`config.mk`:
```
export PLATFORM = sky130hd
export DESIGN_NAME = dwct_ctrl
export DESIGN_NICKNAME = d
export VERILOG_FILES = /design/src/rtl/core/dwct_pkg.sv /design/src/rtl/core/dwct_ctrl.sv
export SDC_FILE = /design/constraint.sdc
export NUM_CORES = 1
export LEC_CHECK = 0
export BUFFER_PORTS_ARGS = -buffer_cell sky130_fd_sc_hd__buf_2
export CORE_MARGIN = 2
export CORE_UTILIZATION = 30
export DETAILED_ROUTE_END_ITERATION = 10
export PLACE_DENSITY_LB_ADDON = 0.05
export SYNTH_ARGS = -nofsm -noshare
export SYNTH_HDL_FRONTEND = slang
export SYNTH_SLANG_ARGS = --single-unit
```
`constraint.sdc`:
```
create_clock -name i_clk -period 2.6 [get_ports i_clk]
set_input_delay 0.13 -clock i_clk [delete_from_list [all_inputs] [get_ports i_clk]]
set_output_delay 0.13 -clock i_clk [all_outputs]
set_load 0.02 [all_outputs]
```
`src/rtl/core/dwct_pkg.sv`:
```
package dwct_pkg;

    localparam int DIST_W = 6;
    localparam int ID_W   = 8;
    localparam int WT_W   = 17;
    localparam int STAT_W = 2;

    localparam logic [WT_W-1:0] SUM_MAX = {WT_W{1'b1}};

    localparam logic ACT_ADD    = 1'b0;
    localparam logic ACT_SELECT = 1'b1;

    localparam logic [STAT_W-1:0] ST_SELECTED = 2'd0;
    localparam logic [STAT_W-1:0] ST_ADDED    = 2'd1;
    localparam logic [STAT_W-1:0] ST_NO_MATCH = 2'd2;
    localparam logic [STAT_W-1:0] ST_FULL     = 2'd3;

    typedef struct packed {
        logic clear;
        logic load;
        logic cnt_rd;
        logic decide;
        logic walk;
        logic out_load;
    } t_cmd;

    typedef struct packed {
        logic clear_last;
        logic is_add;
        logic add_ok;
        logic sel_start;
        logic hit;
        logic last;
        logic out_free;
    } t_stat;

endpackage

```
`src/rtl/core/dwct_ctrl.sv`:
```
module dwct_ctrl
    import dwct_pkg::*;
(
    input  logic  i_clk,
    input  logic  i_rst_n,
    input  logic  i_valid,
    output logic  o_ready,
    input  t_stat i_stat,
    output t_cmd  o_cmd
);

    typedef enum logic [5:0] {
        S_CLEAR    = 6'b000001,
        S_IDLE     = 6'b000010,
        S_CNT_RD   = 6'b000100,
        S_CNT_WAIT = 6'b001000,
        S_WALK     = 6'b010000,
        S_DONE     = 6'b100000
    } t_state;

    t_state r_state;
    t_state n_state;

    always_ff @(posedge i_clk) begin
        if (!i_rst_n) begin
            r_state <= S_CLEAR;
        end else begin
            r_state <= n_state;
        end
    end

    always_comb begin
        n_state = r_state;
        o_cmd   = '0;
        o_ready = 1'b0;
        unique case (r_state)
            S_CLEAR: begin
                o_cmd.clear = 1'b1;
                if (i_stat.clear_last) begin
                    n_state = S_IDLE;
                end
            end
            S_IDLE: begin
                o_ready = 1'b1;
                if (i_valid) begin
                    o_cmd.load = 1'b1;
                    n_state    = S_CNT_RD;
                end
            end
            S_CNT_RD: begin
                o_cmd.cnt_rd = 1'b1;
                n_state      = S_CNT_WAIT;
            end
            S_CNT_WAIT: begin
                o_cmd.decide = 1'b1;
                if (!i_stat.is_add && i_stat.sel_start) begin
                    n_state = S_WALK;
                end else begin
                    n_state = S_DONE;
                end
            end
            S_WALK: begin
                o_cmd.walk = 1'b1;
                if (i_stat.hit || i_stat.last) begin
                    n_state = S_DONE;
                end
            end
            S_DONE: begin
                if (i_stat.out_free) begin
                    o_cmd.out_load = 1'b1;
                    n_state        = S_IDLE;
                end
            end
            default: begin
                n_state = S_CLEAR;
            end
        endcase
    end

endmodule

```
==> summary.txt <==
Main synth FF type -> dfxtp_1
Skew final -> 0.00453 ns
# IOs -> 17
Routed Antenna Nets -> 0
Layout Cells excl Fill -> 83
Worst Hold Class -> in -> reg
Clk pwr share -> 0.265
Power Density -> 601 nW/µm²
Relative slew slack -> 0.676
Buf/Inv on CP -> 1
CP startpoint -> r_state[3]
Worst Max-Slew Pin Slew -> 0.485 ns
Worst-path maximum fanout -> 7
Max Freq -> 468 MHz
Int Power -> 0.000208 W
Top layer in use -> met3
DRC viols -> 0
Clock Latency Late Sink -> 0.24 ns
Cell at the slowest stage of the critical path -> or4_1
Final setup vio count -> 0
Post-Route Utilization -> 0.405
CP top delay family -> simple AND/OR/NAND/NOR gates
TNS Setup -> 0 ns
1st-pass router iterations -> 2
Die H -> 40.7 µm
Ant. Diodes -> 0
Number of fill cells in the layout -> 144
Slowest stage delay, CP -> 0.60 ns
First-pass GRT wire length -> 1.50 mm
Reg with most FFs -> r_state
Max H-tree Level -> 1
Sw frac -> 0.336
CTS tree -> yes
Most common cell after layout, fill and taps aside -> buf_2
TritonCTS Buffers -> 3
Final Power -> 0.000313 W
Largest net degree at the start of global routing -> 10
Initial Util -> 0.315
Detail-routed via count per cell -> 5.10
Total Routing Usage GR -> 0.136
Most frequent cells in the layout -> buf_2, nor2_1, dfxtp_1
Biggest regs -> r_state x6
Clock sink count -> 6
Synth Register Bits -> 6
Via count of the routed design -> 423
Cts hold-fix bufs -> 0
Max reg flops -> 6
Final Hold Vio Count -> 0
Die X -> 40.7 µm
Final period util -> 0.822
Critical Path RT -> 2.47 ns
Core Region -> 1280 µm²
Syn Nets -> 60
Yosys cell types -> 25
Max Root-Sink Buffers -> 2
Async S/R FF share, synth -> 0
Clock root cell -> clkbuf_4
Status -> complete, no violations
Final #Nets -> 80
# Post-CTS Setup Buffers -> 0
Drt total wl -> 940 µm
Post-synth EDFFs -> 0
Routed len/inst -> 11.3 µm
Wl on met1 -> 454 µm
Pins Over Slew Limit -> 0
Die area -> 1660 µm²
Syn Inst Count -> 50
Period minus WS final -> 2.14 ns
Detail Placement HPWL -> 784 µm
CP arrival -> 2.01 ns
Seq/Total Area, Yosys -> 0.297
Reg2Reg Launch Point -> r_state[0]
Post_cts resized -> 0
Sequential power share -> 0.383
Kind of start point of the critical path -> register
Leakage -> 0.243 nW
Mapped Avg Cell Area -> 8.08 µm²
Layout cells sized above 1 -> 0.309
Reg clk slew, reported paths -> 0.04 ns
CP cell instances -> or4_1 -> nor3b_1 -> and2_1 -> buf_2
Ys Warns -> 0
Row cnt -> 13
Port-buffer cells -> 15
Critical setup path kind -> reg -> out
CP Capture Type -> output pin
Max VDD drop -> 242 µV
Area Overhead vs Synth -> 28.8%
Initial antenna violation count -> 0
Comb power frac -> 0.352
Sw Pwr -> 0.000105 W
Met3 WL post-DR -> 52 µm
Post-Syn Area -> 404 µm²
Max-cap viol count -> 0
Placed cell count -> 80
Routed wl met2 -> 434 µm
Final GP Congestion -> 0.650
Vias in the first global route -> 381
Drt initial violations -> 1
Worst Hold Launch -> i_rst_n
GRT overflow -> 0
RSZ-0062 raised after global routing -> false
worst reg2reg max path: stages, from the launching register on:
cell	delay (ns)
dfxtp_1	0.36
or4_4	0.59
or4_4	0.51
and3_4	0.20
and3_1	0.17
metrics by stage:
step                      area, µm²  setup WS [ns]  hold WS [ns]
after detailed placement        498          0.649         0.390
after CTS                       520          0.460         0.142
final                           520          0.463         0.156
after floorplan                 404          0.542         0.276
after global placement          498          0.636         0.393
after global routing            520          0.318         0.154
Yosys cell counts (2+ instances only):
cell      count  area (µm²)
dfxtp_1       6         120
or4_4         2        22.5
nor2_1        7        26.3
nand2_1       2        7.51
nor3_1        3        15.0
nand2b_1      3        18.8
and2_1        2        12.5
nor3b_1       3        22.5
and3_1        2        12.5
a21oi_1       2        10.0
or4_1         2        15.0
o21ai_0       3        15.0
kinds of logic after synthesis:
family,Yosys count,share of synthesized area
AND/OR/NAND/NOR,32,0.505
flip-flops,6,0.297
XOR/XNOR,1,0.0217
AO/OA/AOI/OAI,9,0.142
buffers and inverters,1,0.00928
adder cells (fa/ha/maj),1,0.0248
power by group through the flow:
stage | Combinational [W] | Sequential, W | Clock [W]
after global routing | 0.000124 | 0.000123 | 0.0000953
after CTS | 0.000112 | 0.000120 | 0.0000887
after floorplan | 0.0000827 | 0.000116 | 0
after global placement | 0.000112 | 0.000122 | 0
after detailed placement | 0.000111 | 0.000122 | 0
final | 0.000110 | 0.000120 | 0.0000828
path summary, 6_finish.rpt:
| check | to | slack, ns | depth (start not counted) |
|---|---|---|---|
| min | r_state[3] | 0.16 | 2 |
| max reg2reg | r_state[2] | 0.64 | 4 |
| max | o_cmd[4] | 0.46 | 4 |
| min reg2reg | r_state[0] | 0.65 | 2 |
metal layers:
metal | GRT usage | up-vias
met3 | 0.0489 | 0
met5 | 0 | -
met4 | 0 | 0
li1 | - | 224
met1 | 0.162 | 187
met2 | 0.246 | 12
layout make-up:
cell class | count | area [µm²] | area share
multi-input combinational | 43 | 280 | 0.538
sequential | 6 | 120 | 0.231
timing repair buffer | 15 | 75.1 | 0.144
clock buffer | 3 | 22.5 | 0.0433
tap | 15 | 18.8 | 0.0361
inverter | 1 | 3.75 | 0.00721
Note: power is estimated with default switching activity, not from simulation.
